## src/dds_pkg.sv

```systemverilog
// Package with payload types, register indexes and constants of the velocity shaper.
`timescale 1ns / 1ps
package dds_pkg;

  typedef struct packed {
    logic signed [15:0] robot_yaw;
    logic signed [15:0] target_yaw;
    logic        [15:0] goal_distance;
    logic signed [15:0] desired_vel_x;
    logic signed [15:0] desired_vel_y;
    logic        [15:0] elapsed_time;
  } in_word_t;

  typedef struct packed {
    logic signed [15:0] linear_command;
    logic signed [15:0] angular_command;
  } out_word_t;

  localparam logic [2:0] REG_MAX_LIN  = 3'd0;
  localparam logic [2:0] REG_MAX_ANG  = 3'd1;
  localparam logic [2:0] REG_LIN_ACC  = 3'd2;
  localparam logic [2:0] REG_ANG_ACC  = 3'd3;
  localparam logic [2:0] REG_POS_TOL  = 3'd4;
  localparam logic [2:0] REG_HEAD_TOL = 3'd5;
  localparam logic [2:0] REG_GAIN     = 3'd6;
  localparam logic [2:0] REG_TIP_ERR  = 3'd7;

  localparam logic signed [17:0] PI_Q13     = 18'sd25736;
  localparam logic signed [17:0] TWO_PI_Q13 = 18'sd51472;
  localparam logic signed [31:0] HALF_PI_Q24 = 32'sd26353589;
  localparam logic signed [31:0] K_Q24      = 32'sd10188014;
  localparam logic [15:0]        K_Q16      = 16'd39797;
  localparam logic [15:0]        MIN_DT     = 16'd66;

  function automatic logic signed [31:0] atan_q24(input logic [4:0] i);
    logic signed [31:0] r;
    unique case (i)
      5'd0: r = 32'sd13176795;
      5'd1: r = 32'sd7778716;
      5'd2: r = 32'sd4110060;
      5'd3: r = 32'sd2086331;
      5'd4: r = 32'sd1047214;
      5'd5: r = 32'sd524117;
      5'd6: r = 32'sd262123;
      5'd7: r = 32'sd131069;
      default: r = (i < 5'd24) ? (32'sd1 <<< (5'd24 - i)) : 32'sd0;
    endcase
    return r;
  endfunction

endpackage

```

## src/diff_drive_velocity_shaper.sv

```systemverilog
// Top level of the differential-drive velocity shaper with a shared CORDIC and serial multiplier.
// Channel | Direction | Handshake                 | Word
// in      | input     | in_valid_i / in_stall_o   | dds_pkg::in_word_t
// out     | output    | out_valid_o / out_stall_i | dds_pkg::out_word_t
// cfg     | input     | cfg_we_i, cfg_index_i     | 16-bit write data
// With the cosine slowdown, a word runs a vectoring CORDIC pass, the magnitude and gain
// multiplications, a rotation CORDIC pass, the slowdown and two acceleration multiplications;
// turn in place skips the rotation pass and slowdown, and the goal branch goes straight out.
// The next word is accepted in the cycle after the result is registered.
// Reset restores the register defaults and clears the previous commands.
// A finished result waits in the output register while the next word is accepted, and a
// stalled output holds the block and its input stall until the output register frees up.
`timescale 1ns / 1ps
module diff_drive_velocity_shaper #(
  parameter int COS_SLOWDOWN = 1,
  parameter int CORDIC_STEPS = 16
) (
  input  logic               clk_i,
  input  logic               rst_ni,
  input  logic               in_valid_i,
  output logic               in_stall_o,
  input  dds_pkg::in_word_t  in_data_i,
  output logic               out_valid_o,
  input  logic               out_stall_i,
  output dds_pkg::out_word_t out_data_o,
  input  logic               cfg_we_i,
  input  logic [2:0]         cfg_index_i,
  input  logic [15:0]        cfg_data_i
);
  import dds_pkg::*;

  typedef enum logic [3:0] {
    S_IDLE, S_PRE, S_VEC, S_MAG, S_GAIN, S_COSI, S_COS, S_SLOW, S_SCALE, S_DV, S_DW, S_FIN,
    S_OUT
  } state_e;

  localparam int SW = 5;

  state_e state_q;
  logic [14:0] max_lin_q, max_ang_q, lin_acc_q, ang_acc_q, head_tol_q, tip_err_q;
  logic [15:0] pos_tol_q, gain_q;
  logic signed [15:0] prev_lin_q, prev_ang_q;
  in_word_t in_q;
  logic signed [31:0] x_q, y_q, z_q;
  logic [SW-1:0] it_q;
  logic signed [17:0] dy_q;
  logic signed [31:0] mag_q, lin_q, ang_q, dv_q;
  logic out_valid_q;
  out_word_t out_q;

  // Serial multiplier: unsigned 32 x 16, one multiplier bit per cycle.
  logic [47:0] ma_q;
  logic [15:0] mb_q;
  logic [47:0] acc_q;
  logic [4:0]  mc_q;

  logic signed [31:0] xs, ys;
  logic signed [17:0] wr_a, wr_b, vdir;
  logic signed [17:0] dg, adg;
  logic signed [31:0] rnd;

  function automatic logic signed [17:0] wrap(input logic signed [17:0] d);
    logic signed [17:0] r;
    r = d;
    if (r > PI_Q13) r = r - TWO_PI_Q13;
    else if (r < -PI_Q13) r = r + TWO_PI_Q13;
    return r;
  endfunction

  function automatic logic signed [31:0] clampv(input logic signed [31:0] v,
      input logic signed [31:0] lo, input logic signed [31:0] hi);
    logic signed [31:0] r;
    r = v;
    if (v < lo) r = lo;
    else if (v > hi) r = hi;
    return r;
  endfunction

  assign xs = x_q >>> it_q;
  assign ys = y_q >>> it_q;
  assign rnd = z_q + 32'sd1024;
  assign vdir = 18'(rnd >>> 11);
  assign wr_a = wrap(18'(in_q.target_yaw) - 18'(in_q.robot_yaw));
  assign wr_b = wrap(vdir - 18'(in_q.robot_yaw));
  assign dg = wr_a;
  assign adg = dg[17] ? -dg : dg;

  assign in_stall_o = (state_q != S_IDLE);
  assign out_valid_o = out_valid_q;
  assign out_data_o = out_q;

  logic last_it;
  assign last_it = (32'(it_q) == CORDIC_STEPS - 1) || (it_q == SW'(23));

  logic signed [31:0] eff_dt;
  logic signed [31:0] mlin, mang, dvn;
  assign eff_dt = (in_q.elapsed_time < MIN_DT) ? 32'(MIN_DT) : 32'(in_q.elapsed_time);
  assign mlin = 32'(max_lin_q);
  assign mang = 32'(max_ang_q);
  assign dvn = 32'(acc_q >> 16);

  logic signed [17:0] ady;
  assign ady = dy_q[17] ? -dy_q : dy_q;
  logic signed [47:0] gprod;
  assign gprod = dy_q[17] ? -$signed(acc_q) : $signed(acc_q);

  always_ff @(posedge clk_i or negedge rst_ni) begin
    if (!rst_ni) begin
      state_q    <= S_IDLE;
      max_lin_q  <= 15'd3277;
      max_ang_q  <= 15'd8192;
      lin_acc_q  <= 15'd4096;
      ang_acc_q  <= 15'd16384;
      pos_tol_q  <= 16'd819;
      head_tol_q <= 15'd1638;
      gain_q     <= 16'd8192;
      tip_err_q  <= 15'd9830;
      prev_lin_q <= '0;
      prev_ang_q <= '0;
      out_valid_q <= 1'b0;
      mc_q       <= '0;
    end else begin
      if (cfg_we_i) begin
        unique case (cfg_index_i)
          REG_MAX_LIN:  max_lin_q  <= cfg_data_i[14:0];
          REG_MAX_ANG:  max_ang_q  <= cfg_data_i[14:0];
          REG_LIN_ACC:  lin_acc_q  <= cfg_data_i[14:0];
          REG_ANG_ACC:  ang_acc_q  <= cfg_data_i[14:0];
          REG_POS_TOL:  pos_tol_q  <= cfg_data_i;
          REG_HEAD_TOL: head_tol_q <= cfg_data_i[14:0];
          REG_GAIN:     gain_q     <= cfg_data_i;
          REG_TIP_ERR:  tip_err_q  <= cfg_data_i[14:0];
          default: ;
        endcase
      end
      if (out_valid_q && !out_stall_i && state_q != S_OUT) out_valid_q <= 1'b0;
      if (mc_q != 5'd0 && state_q != S_IDLE) begin
        if (mb_q[0]) acc_q <= acc_q + ma_q;
        ma_q <= ma_q << 1;
        mb_q <= mb_q >> 1;
        mc_q <= mc_q - 5'd1;
      end
      unique case (state_q)
        S_IDLE: begin
          mc_q <= '0;
          if (in_valid_i) begin
            in_q <= in_data_i;
            state_q <= S_PRE;
          end
        end
        S_PRE: begin
          lin_q <= '0;
          ang_q <= '0;
          it_q  <= '0;
          if (in_q.goal_distance <= pos_tol_q) begin
            if (adg > 18'(head_tol_q)) ang_q <= clampv(32'(dg), -mang, mang);
            state_q <= S_OUT;
          end else if (in_q.desired_vel_x == 16'sd0 && in_q.desired_vel_y == 16'sd0) begin
            x_q <= '0; y_q <= '0; z_q <= '0;
            state_q <= S_MAG;
          end else begin
            if (in_q.desired_vel_x < 0) begin
              if (in_q.desired_vel_y >= 0) begin
                x_q <= 32'(in_q.desired_vel_y) <<< 8;
                y_q <= -(32'(in_q.desired_vel_x) <<< 8);
                z_q <= HALF_PI_Q24;
              end else begin
                x_q <= -(32'(in_q.desired_vel_y) <<< 8);
                y_q <= 32'(in_q.desired_vel_x) <<< 8;
                z_q <= -HALF_PI_Q24;
              end
            end else begin
              x_q <= 32'(in_q.desired_vel_x) <<< 8;
              y_q <= 32'(in_q.desired_vel_y) <<< 8;
              z_q <= '0;
            end
            state_q <= S_VEC;
          end
        end
        S_VEC: begin
          if (!y_q[31]) begin
            x_q <= x_q + ys; y_q <= y_q - xs; z_q <= z_q + atan_q24(5'(it_q));
          end else begin
            x_q <= x_q - ys; y_q <= y_q + xs; z_q <= z_q - atan_q24(5'(it_q));
          end
          it_q <= it_q + SW'(1);
          if (last_it) state_q <= S_MAG;
        end
        S_MAG: begin
          dy_q <= wr_b;
          ma_q <= 48'(x_q);
          mb_q <= K_Q16;
          acc_q <= '0;
          mc_q <= 5'd16;
          state_q <= S_GAIN;
        end
        S_GAIN: begin
          if (mc_q == 5'd0) begin
            mag_q <= 32'((acc_q + 48'd8388608) >> 24);
            ma_q <= 48'(ady);
            mb_q <= gain_q;
            acc_q <= '0;
            mc_q <= 5'd16;
            state_q <= S_COSI;
          end
        end
        S_COSI: begin
          if (mc_q == 5'd0) begin
            ang_q <= clampv(32'((gprod + 48'sd2048) >>> 12), -mang, mang);
            x_q <= K_Q24; y_q <= '0; z_q <= 32'(dy_q) <<< 11;
            it_q <= '0;
            if (ady > 18'(tip_err_q)) state_q <= S_DV;
            else if (COS_SLOWDOWN == 0) begin
              lin_q <= (mag_q < mlin) ? mag_q : mlin;
              state_q <= S_DV;
            end else if (ady > 18'sd12867) state_q <= S_DV;
            else state_q <= S_COS;
          end
        end
        S_COS: begin
          if (!z_q[31]) begin
            x_q <= x_q - ys; y_q <= y_q + xs; z_q <= z_q - atan_q24(5'(it_q));
          end else begin
            x_q <= x_q + ys; y_q <= y_q - xs; z_q <= z_q + atan_q24(5'(it_q));
          end
          it_q <= it_q + SW'(1);
          if (last_it) state_q <= S_SLOW;
        end
        S_SLOW: begin
          ma_q <= 48'(clampv(x_q, 32'sd0, 32'sd16777216));
          mb_q <= 16'((mag_q < mlin) ? mag_q : mlin);
          acc_q <= '0;
          mc_q <= 5'd16;
          state_q <= S_SCALE;
        end
        S_SCALE: begin
          if (mc_q == 5'd0) begin
            lin_q <= clampv(32'(acc_q >> 24), 32'sd0, mlin);
            state_q <= S_DV;
          end
        end
        S_DV: begin
          if (mc_q == 5'd0) begin
            ma_q <= 48'(lin_acc_q);
            mb_q <= 16'(eff_dt);
            acc_q <= '0;
            mc_q <= 5'd16;
            state_q <= S_DW;
          end
        end
        S_DW: begin
          if (mc_q == 5'd0) begin
            dv_q <= dvn;
            ma_q <= 48'(ang_acc_q);
            mb_q <= 16'(eff_dt);
            acc_q <= '0;
            mc_q <= 5'd16;
            state_q <= S_FIN;
          end
        end
        S_FIN: begin
          if (mc_q == 5'd0) begin
            lin_q <= clampv(clampv(lin_q, 32'(prev_lin_q) - dv_q, 32'(prev_lin_q) + dv_q),
                            -mlin, mlin);
            ang_q <= clampv(clampv(ang_q, 32'(prev_ang_q) - dvn, 32'(prev_ang_q) + dvn),
                            -mang, mang);
            state_q <= S_OUT;
          end
        end
        S_OUT: begin
          if (!out_valid_q || !out_stall_i) begin
            out_q.linear_command  <= 16'(lin_q);
            out_q.angular_command <= 16'(ang_q);
            prev_lin_q  <= 16'(lin_q);
            prev_ang_q  <= 16'(ang_q);
            out_valid_q <= 1'b1;
            state_q <= S_IDLE;
          end
        end
        default: state_q <= S_IDLE;
      endcase
    end
  end

  a_out_hold: assert property (@(posedge clk_i) disable iff (!rst_ni)
    out_valid_o && out_stall_i |=> out_valid_o && $stable(out_data_o))
    else $error("output word changed while stalled");
  a_busy: assert property (@(posedge clk_i) disable iff (!rst_ni)
    in_valid_i && !in_stall_o |=> state_q == S_PRE)
    else $error("accepted word not started");
  a_prev: assert property (@(posedge clk_i) disable iff (!rst_ni)
    $rose(out_valid_o) |-> prev_lin_q == out_data_o.linear_command)
    else $error("previous command not tracked");

endmodule
```

## config.mk

```make
export PLATFORM = sky130hd
export DESIGN_NAME = diff_drive_velocity_shaper
export DESIGN_NICKNAME = d
export VERILOG_FILES = /design/src/dds_pkg.sv /design/src/diff_drive_velocity_shaper.sv
export SDC_FILE = /design/constraint.sdc
export NUM_CORES = 2
export LEC_CHECK = 0
export ABC_AREA = 1
export BUFFER_PORTS_ARGS = -buffer_cell sky130_fd_sc_hd__buf_2
export CAP_MARGIN = 15
export CELL_PAD_IN_SITES_DETAIL_PLACEMENT = 2
export CELL_PAD_IN_SITES_GLOBAL_PLACEMENT = 2
export CORE_MARGIN = 10
export CORE_UTILIZATION = 34
export CTS_CLUSTER_DIAMETER = 150
export CTS_CLUSTER_SIZE = 14
export DETAILED_ROUTE_END_ITERATION = 10
export PLACE_DENSITY = 0.88
export SLEW_MARGIN = 10
export SYNTH_ARGS = -nofsm -noshare
export SYNTH_HDL_FRONTEND = slang
export SYNTH_SLANG_ARGS = --single-unit
```

## constraint.sdc

```tcl
create_clock -name clk_i -period 11.5 [get_ports clk_i]
set_input_delay 3.45 -clock clk_i [delete_from_list [all_inputs] [get_ports clk_i]]
set_output_delay 3.45 -clock clk_i [all_outputs]
set_load 0.02 [all_outputs]
```

; ---- Word-level counts from Yosys, hierarchy flattened
; Index checks and enable logic that the tools add are counted.
[word_totals]
register_bits = 643
in_bits = 120
elab_cells = 287
[op_classes]
n_addsub = 32
magnitude_cmp = 29
n_eq_ne = 40
shift = 3
n_mux = 107
reduce_logical = 43
[op_table]
columns = cell, n
row1 = 32-bit two-way mux, 54
row2 = 32-bit case mux with 4 select lines, 3
row3 = 48-bit two-way mux, 7
row4 = 32-bit case mux with 8 select lines, 1
row5 = 48-bit case mux with 5 select lines, 1
row6 = 32-bit case mux with 3 select lines, 2
row7 = 32-bit less-than comparator, 5
row8 = 32-bit adder, 4
row9 = 32-bit subtractor, 4
row10 = 18-bit two-way mux, 6
row11 = 32-bit by 16-bit greater-than comparator with 1-bit output, 3
row12 = 48-bit case mux with 2 select lines, 1
row13 = 16-bit two-way mux, 5
row14 = 16-bit by 32-bit adder with 32-bit output, 2
row15 = 32-bit greater-than comparator, 2
row16 = 15-bit negation with 32-bit output, 2
row17 = 24-bit negation with 32-bit output, 2
row18 = 16-bit case mux with 4 select lines, 1
row19 = 32-bit by 5-bit >>> shifter with 32-bit output, 2
row20 = 16-bit by 32-bit subtractor with 32-bit output, 2
row21 = 4-bit two-way mux, 13
row22 = 4-bit case mux with 13 select lines, 1
row23 = 48-bit by 24-bit adder with 48-bit output (second input constant), 1
row24 = 48-bit adder, 1
row25 = other kinds (67), 129

; ---- Logic depth before layout (Yosys ltp)
[logic_depth]
depth_word = 11
ltp_mapped = 57
depth_no_buf = 55

; ---- Least setup slack after synthesis
; No wires, ideal clock.
[synth_path]
path_kind = input to register
startpoint = input port rst_ni
endpoint = register x_q[0] (enable)
setup_ns = 0.787
arrival_ns = 12.787
t_required_ns = 10.713
path_slack_ns = -2.074
stages = 2
path_cell_list = inv_1 -> nor4_1
[synth_via]
elab_chain_len = 1
[synth_rtl]
columns = item, line_no
row1 = "start, declared", diff_drive_velocity_shaper.sv:19  ; input logic rst_ni,
row2 = 4-bit AND reduction (no source line), n/a
row3 = "end signal, assigned", diff_drive_velocity_shaper.sv:164  ; x_q <= 32'(in_q.desired_vel_y) <<< 8;
row4 = "end signal, assigned", diff_drive_velocity_shaper.sv:168  ; x_q <= -(32'(in_q.desired_vel_y) <<< 8);
row5 = "end signal, assigned", diff_drive_velocity_shaper.sv:173  ; x_q <= 32'(in_q.desired_vel_x) <<< 8;
row6 = "end, declared", diff_drive_velocity_shaper.sv:44  ; logic signed [31:0] x_q, y_q, z_q;
; No other way between the ends.
; A chain may end at the register's enable or synchronous reset.

; ---- Worst setup path after layout
[layout_path]
startpoint = register acc_q[38]
endpoint = register ang_q[31] (data pin)
[layout_via]
elab_chain_len = 11
elab_cells_between_ends = 22
classes_between = add/sub (4) / order compare (6) / mux (12)
[layout_rtl]
columns = item, line_no
row1 = "start, declared", diff_drive_velocity_shaper.sv:54  ; logic [47:0] acc_q;
row2 = "start signal, assigned", diff_drive_velocity_shaper.sv:138  ; if (mb_q[0]) acc_q <= acc_q + ma_q;
row3 = 16-bit by 32-bit adder with 32-bit output, diff_drive_velocity_shaper.sv:265  ; ang_q <= clampv(clampv(ang_q, 32'(prev_ang_q) - dvn, 32'(prev_ang_q) + dvn),
row4 = 32-bit greater-than comparator, diff_drive_velocity_shaper.sv:75  ; else if (v > hi) r = hi;
row5 = 32-bit two-way mux, diff_drive_velocity_shaper.sv:75
row6 = 32-bit two-way mux, diff_drive_velocity_shaper.sv:74  ; if (v < lo) r = lo;
row7 = 32-bit two-way mux, diff_drive_velocity_shaper.sv:262  ; if (mc_q == 5'd0) begin
row8 = 32-bit two-way mux, diff_drive_velocity_shaper.sv:143  ; unique case (state_q)
row9 = 32-bit by 16-bit greater-than comparator with 1-bit output, diff_drive_velocity_shaper.sv:75
row10 = 32-bit two-way mux, diff_drive_velocity_shaper.sv:75
row11 = 32-bit two-way mux, diff_drive_velocity_shaper.sv:74
row12 = 32-bit two-way mux, diff_drive_velocity_shaper.sv:262
row13 = 32-bit case mux with 3 select lines *, diff_drive_velocity_shaper.sv:143
row14 = "end signal, assigned", diff_drive_velocity_shaper.sv:156  ; if (adg > 18'(head_tol_q)) ang_q <= clampv(32'(dg), -mang, mang);
row15 = "end signal, assigned", diff_drive_velocity_shaper.sv:209  ; ang_q <= clampv(32'((gprod + 48'sd2048) >>> 12), -mang, mang);
row16 = "end signal, assigned", diff_drive_velocity_shaper.sv:265
row17 = "end, declared", diff_drive_velocity_shaper.sv:47  ; logic signed [31:0] mag_q, lin_q, ang_q, dv_q;
; Every way passes the cells marked *; elsewhere a longest branch is shown, timed or not. The select of a mux whose other input is x is not followed.

==> impl_results.html <==
<table>
<tr><th>Metric</th><th>Value</th></tr>
<tr><th colspan="2">Final layout</th></tr>
<tr><td>Most common cell after layout, fill and taps aside</td><td>sky130_fd_sc_hd__nand2_1</td></tr>
<tr><td>Finished Layout Cells</td><td>12310</td></tr>
<tr><td>Commonest cells after routing, fill and taps aside</td><td>sky130_fd_sc_hd__nand2_1, sky130_fd_sc_hd__inv_1, sky130_fd_sc_hd__ha_1</td></tr>
<tr><td>Utilization after layout</td><td>0.3673</td></tr>
<tr><td>Final #Nets</td><td>10510</td></tr>
<tr><td>Fraction of layout cells with a size suffix above 1</td><td>0.05768</td></tr>
<tr><td>Relative area change from synthesis to final layout</td><td>7.571%</td></tr>
<tr><td>Registers with the highest flip-flop counts</td><td>in_q: 96 flops, acc_q: 48 flops, ma_q: 48 flops</td></tr>
<tr><td>Flip-flop count of the largest register, all copies and words added</td><td>96</td></tr>
<tr><td>Largest register by flop count</td><td>in_q</td></tr>
<tr><th colspan="2">STA</th></tr>
<tr><td>Worst Skew</td><td>0.06620 ns</td></tr>
<tr><td>Final setup violating endpoints</td><td>0</td></tr>
<tr><td>Setup TNS</td><td>0 ns</td></tr>
<tr><td>Transition time at the pin with the least slew margin</td><td>1.283 ns</td></tr>
<tr><td>Achievable frequency</td><td>0.09808 GHz</td></tr>
<tr><td>Crit path time final</td><td>10.20 ns</td></tr>
<tr><td>Final clock period utilization by the worst path</td><td>0.8866</td></tr>
<tr><td>Hold violation count in the final report</td><td>0</td></tr>
<tr><td>Unrepaired setup endpoints after global routing</td><td>no</td></tr>
<tr><td>Max-slew headroom at the worst pin</td><td>0.1437</td></tr>
<tr><td>Number of pins with negative max-slew slack in the final report</td><td>0</td></tr>
<tr><th colspan="2">Die</th></tr>
<tr><td>Site Rows</td><td>164</td></tr>
<tr><td>Vertical die dimension</td><td>467.6 µm</td></tr>
<tr><td>Area of the die</td><td>218600 µm²</td></tr>
<tr><td>Initial core utilization</td><td>0.3415</td></tr>
<tr><td>Die width</td><td>467.6 µm</td></tr>
<tr><td>Number of placed I/O pins</td><td>154</td></tr>
<tr><td>Core box area</td><td>199500 µm²</td></tr>
<tr><th colspan="2">Setup path</th></tr>
<tr><td>Sort of element at the end of the critical path</td><td>flop</td></tr>
<tr><td>Worst setup path startpoint</td><td>acc_q[38]</td></tr>
<tr><td>Worst Setup Start Kind</td><td>flop</td></tr>
<tr><td>Crit-path slowest cell</td><td>sky130_fd_sc_hd__edfxtp_1</td></tr>
<tr><td>Reg-to-reg slack, setup</td><td>1.30 ns</td></tr>
<tr><td>CP dominant cell by count</td><td>sky130_fd_sc_hd__nand2_1</td></tr>
<tr><td>Max FO, Critical Path</td><td>27</td></tr>
<tr><td>Length in cells of the worst reg-to-reg path</td><td>43</td></tr>
<tr><td>Critical path's largest stage delay</td><td>0.78 ns</td></tr>
<tr><td>Arrival time worst endpoint</td><td>10.62 ns</td></tr>
<tr><td>Combined buffer and inverter count along the critical path</td><td>8</td></tr>
<tr><td>Largest delay share family, worst path</td><td>simple AND/OR/NAND/NOR gates</td></tr>
<tr><td>Data required time of the critical path</td><td>11.93 ns</td></tr>
<tr><td>Type of the worst setup path</td><td>reg2reg</td></tr>
<tr><td>Reg-to-reg critical path startpoint</td><td>acc_q[38]</td></tr>
<tr><td>Crit Reg-Reg Endpoint</td><td>ang_q[31]</td></tr>
<tr><th colspan="2">Flow run</th></tr>
<tr><td>Number of maximum-capacitance violations</td><td>0</td></tr>
<tr><th colspan="2">Clock tree</th></tr>
<tr><td>Maximum number of buffers from clock root to sink</td><td>3</td></tr>
<tr><td>Clock-pin slew on the worst setup and hold paths</td><td>0.08 ns</td></tr>
<tr><td>Number of cells upsized or downsized after cts</td><td>0</td></tr>
<tr><td>Clock latency reported for the late side of the worst-skew pair</td><td>0.76 ns</td></tr>
<tr><td>Root buffer selected by CTS</td><td>sky130_fd_sc_hd__clkbuf_16</td></tr>
<tr><td>Number of levels the H-tree was split into</td><td>2</td></tr>
<tr><td>TritonCTS sink count</td><td>643</td></tr>
<tr><td>Clock tree from TritonCTS</td><td>built</td></tr>
<tr><td>Number of buffers inserted by post-CTS setup repair</td><td>0</td></tr>
<tr><td>Total clock buffers created by CTS</td><td>53</td></tr>
<tr><td>Count of hold buffers inserted by post-cts repair</td><td>0</td></tr>
<tr><th colspan="2">Drt</th></tr>
<tr><td>DR iter-0 viols</td><td>6041</td></tr>
<tr><td>Total detailed-routing wirelength</td><td>339.0 mm</td></tr>
<tr><td>Wire length per cell</td><td>27.54 µm</td></tr>
<tr><td>Post-detailed-route count of antenna-violating nets</td><td>0</td></tr>
<tr><td>Number of vias in the routed layout</td><td>73500</td></tr>
<tr><td>TritonRoute pass-1 iters</td><td>6</td></tr>
<tr><td>Residual DRC count</td><td>0</td></tr>
<tr><td>Via density per instance</td><td>5.972</td></tr>
<tr><th colspan="2">GRT</th></tr>
<tr><td>Number of global-route vias before repair</td><td>78990</td></tr>
<tr><td>Overall Global Routing Usage</td><td>0.2894</td></tr>
<tr><td>Aggregate global routing overflow</td><td>0</td></tr>
<tr><td>Global-route wire length before repair</td><td>496.9 mm</td></tr>
<tr><td>Maximum number of pins on one net before global-route repair</td><td>152</td></tr>
<tr><td>Initial antenna violation count</td><td>31</td></tr>
<tr><th colspan="2">Logic synthesis</th></tr>
<tr><td>Synth warnings</td><td>0</td></tr>
<tr><td>Sequential cell area fraction in the yosys report</td><td>0.2720</td></tr>
<tr><td>Share of flip-flops with an asynchronous set or reset after synthesis</td><td>0.2551</td></tr>
<tr><td>Synthesized area</td><td>68110 µm²</td></tr>
<tr><td>Portion of synthesized cell area occupied by the leading cell type</td><td>0.2112</td></tr>
<tr><td>Leading area contributor after synthesis</td><td>sky130_fd_sc_hd__edfxtp_1</td></tr>
<tr><td>Flip-flop cell with the highest count after synthesis</td><td>sky130_fd_sc_hd__edfxtp_1</td></tr>
<tr><td>Ranking of synthesized cells by area</td><td>sky130_fd_sc_hd__edfxtp_1, sky130_fd_sc_hd__ha_1, sky130_fd_sc_hd__nand2_1</td></tr>
<tr><td>Number of distinct library cell variants in the gate-level netlist after synthesis</td><td>79</td></tr>
<tr><td>Flip-flop and latch count after synthesis</td><td>643</td></tr>
<tr><td>Synthesized area divided by synthesized cell count</td><td>7.073 µm²</td></tr>
<tr><td>Number of enable flip-flop cells after synthesis</td><td>479</td></tr>
<tr><td>Gate count of the mapped netlist</td><td>9630</td></tr>
<tr><td>Net count of the mapped netlist</td><td>10560</td></tr>
<tr><th colspan="2">Min path</th></tr>
<tr><td>Startpoint of the lowest-slack hold path</td><td>acc_q[40]</td></tr>
<tr><td>Hold-critical path depth</td><td>0</td></tr>
<tr><td>Hold endpoint</td><td>dv_q[24]</td></tr>
<tr><td>Min-delay worst type</td><td>reg2reg</td></tr>
<tr><th colspan="2">Placement</th></tr>
<tr><td>Final Wtd Congestion</td><td>0.9647</td></tr>
<tr><td>Buffers on Ports</td><td>153</td></tr>
<tr><td>HPWL after DPL</td><td>252.6 mm</td></tr>
<tr><td>Total instance count after detailed placement</td><td>12170</td></tr>
<tr><th colspan="2">Status</th></tr>
<tr><td>Result of the run</td><td>finished clean</td></tr>
</table>
cells in the mapped netlist (11+ instances only):
| master | number |
|---|---|
| sky130_fd_sc_hd__a21boi_0 | 24 |
| sky130_fd_sc_hd__xnor2_1 | 63 |
| sky130_fd_sc_hd__o31ai_1 | 19 |
| sky130_fd_sc_hd__nor4_1 | 51 |
| sky130_fd_sc_hd__clkinv_1 | 21 |
| sky130_fd_sc_hd__mux2i_1 | 66 |
| sky130_fd_sc_hd__inv_1 | 1241 |
| sky130_fd_sc_hd__fa_1 | 13 |
| sky130_fd_sc_hd__buf_6 | 11 |
| sky130_fd_sc_hd__dfrtp_1 | 134 |
| sky130_fd_sc_hd__inv_2 | 23 |
| sky130_fd_sc_hd__nor2_1 | 655 |
| sky130_fd_sc_hd__o22ai_1 | 19 |
| sky130_fd_sc_hd__buf_2 | 33 |
| sky130_fd_sc_hd__clkbuf_1 | 272 |
| sky130_fd_sc_hd__buf_4 | 15 |
| sky130_fd_sc_hd__a211oi_1 | 33 |
| sky130_fd_sc_hd__nand3_2 | 12 |
| sky130_fd_sc_hd__xor2_1 | 270 |
| sky130_fd_sc_hd__a221oi_1 | 17 |
| sky130_fd_sc_hd__buf_1 | 25 |
| sky130_fd_sc_hd__nand3_1 | 616 |
| sky130_fd_sc_hd__nand4_1 | 150 |
| sky130_fd_sc_hd__edfxtp_1 | 479 |
| sky130_fd_sc_hd__nor3_1 | 151 |
| sky130_fd_sc_hd__nand2_1 | 2217 |
| sky130_fd_sc_hd__a31oi_1 | 64 |
| sky130_fd_sc_hd__o211ai_1 | 104 |
| sky130_fd_sc_hd__a21oi_1 | 788 |
| sky130_fd_sc_hd__nand3b_1 | 15 |
| sky130_fd_sc_hd__or2_2 | 65 |
| sky130_fd_sc_hd__ha_1 | 796 |
| sky130_fd_sc_hd__mux2_2 | 28 |
| sky130_fd_sc_hd__o2111ai_1 | 32 |
| sky130_fd_sc_hd__o21ai_0 | 756 |
| sky130_fd_sc_hd__o21a_1 | 28 |
| sky130_fd_sc_hd__o221ai_1 | 57 |
| sky130_fd_sc_hd__dfstp_2 | 30 |
| sky130_fd_sc_hd__o21bai_1 | 33 |
| sky130_fd_sc_hd__a22oi_1 | 15 |
| sky130_fd_sc_hd__a21o_1 | 17 |
| sky130_fd_sc_hd__o21ai_1 | 47 |
worst max-delay path by stage:
stage / to / slack [ns] / cells after the start
after floorplan: x_q[0] / 2.09 / 2
after global placement: ang_q[31] / 1.97 / 43
after detailed placement: ang_q[19] / 1.65 / 43
after CTS: ang_q[31] / 1.60 / 43
after global routing: ang_q[21] / 0.73 / 43
final: ang_q[31] / 1.30 / 43
logic make-up (layout without fill, tap and decap cells):
kind of cell / count (synthesis) / in the layout / share of synthesized area
compound gates: 2116 / 2116 / 0.1769
xor+xnor: 342 / 342 / 0.04497
mux: 94 / 94 / 0.01433
flops: 643 / 643 / 0.2720
other cells: 2 / 31 / 0.0001103
buf+inv: 1641 / 1633 / 0.09308
fa+ha+maj: 809 / 809 / 0.1501
simple gates: 3983 / 3983 / 0.2486
metal layers:
metal	GRT usage	routed length (µm)
met1	0.3611	138700
met2	0.4880	158000
met3	0.03263	20210
met4	0.1543	21980
met5	0	99
metrics by stage:
stage	setup WS, ns	instance area [µm²]	hold WS [ns]
finish	1.304	73270	0.4678
global route	0.7332	73260	0.5002
detailed placement	1.655	71530	0.4638
floorplan	2.085	68120	0.4442
CTS	1.603	73120	0.4797
global placement	1.974	71530	0.4424
final cells by class:
class	instances	area [µm²]
diodes	29	72.57
repair buffers	248	1536
clock buffers	93	1498
well taps	2656	3323
multi-input cells	7346	43390
inverters	1285	4823
flip-flops and latches	643	18530
clock inverters	7	95.09
fillers	23780	126200
Power is left out: the tool's default activity adds up to more than one toggle a clock period on the data nets, which glitch-free logic cannot reach.
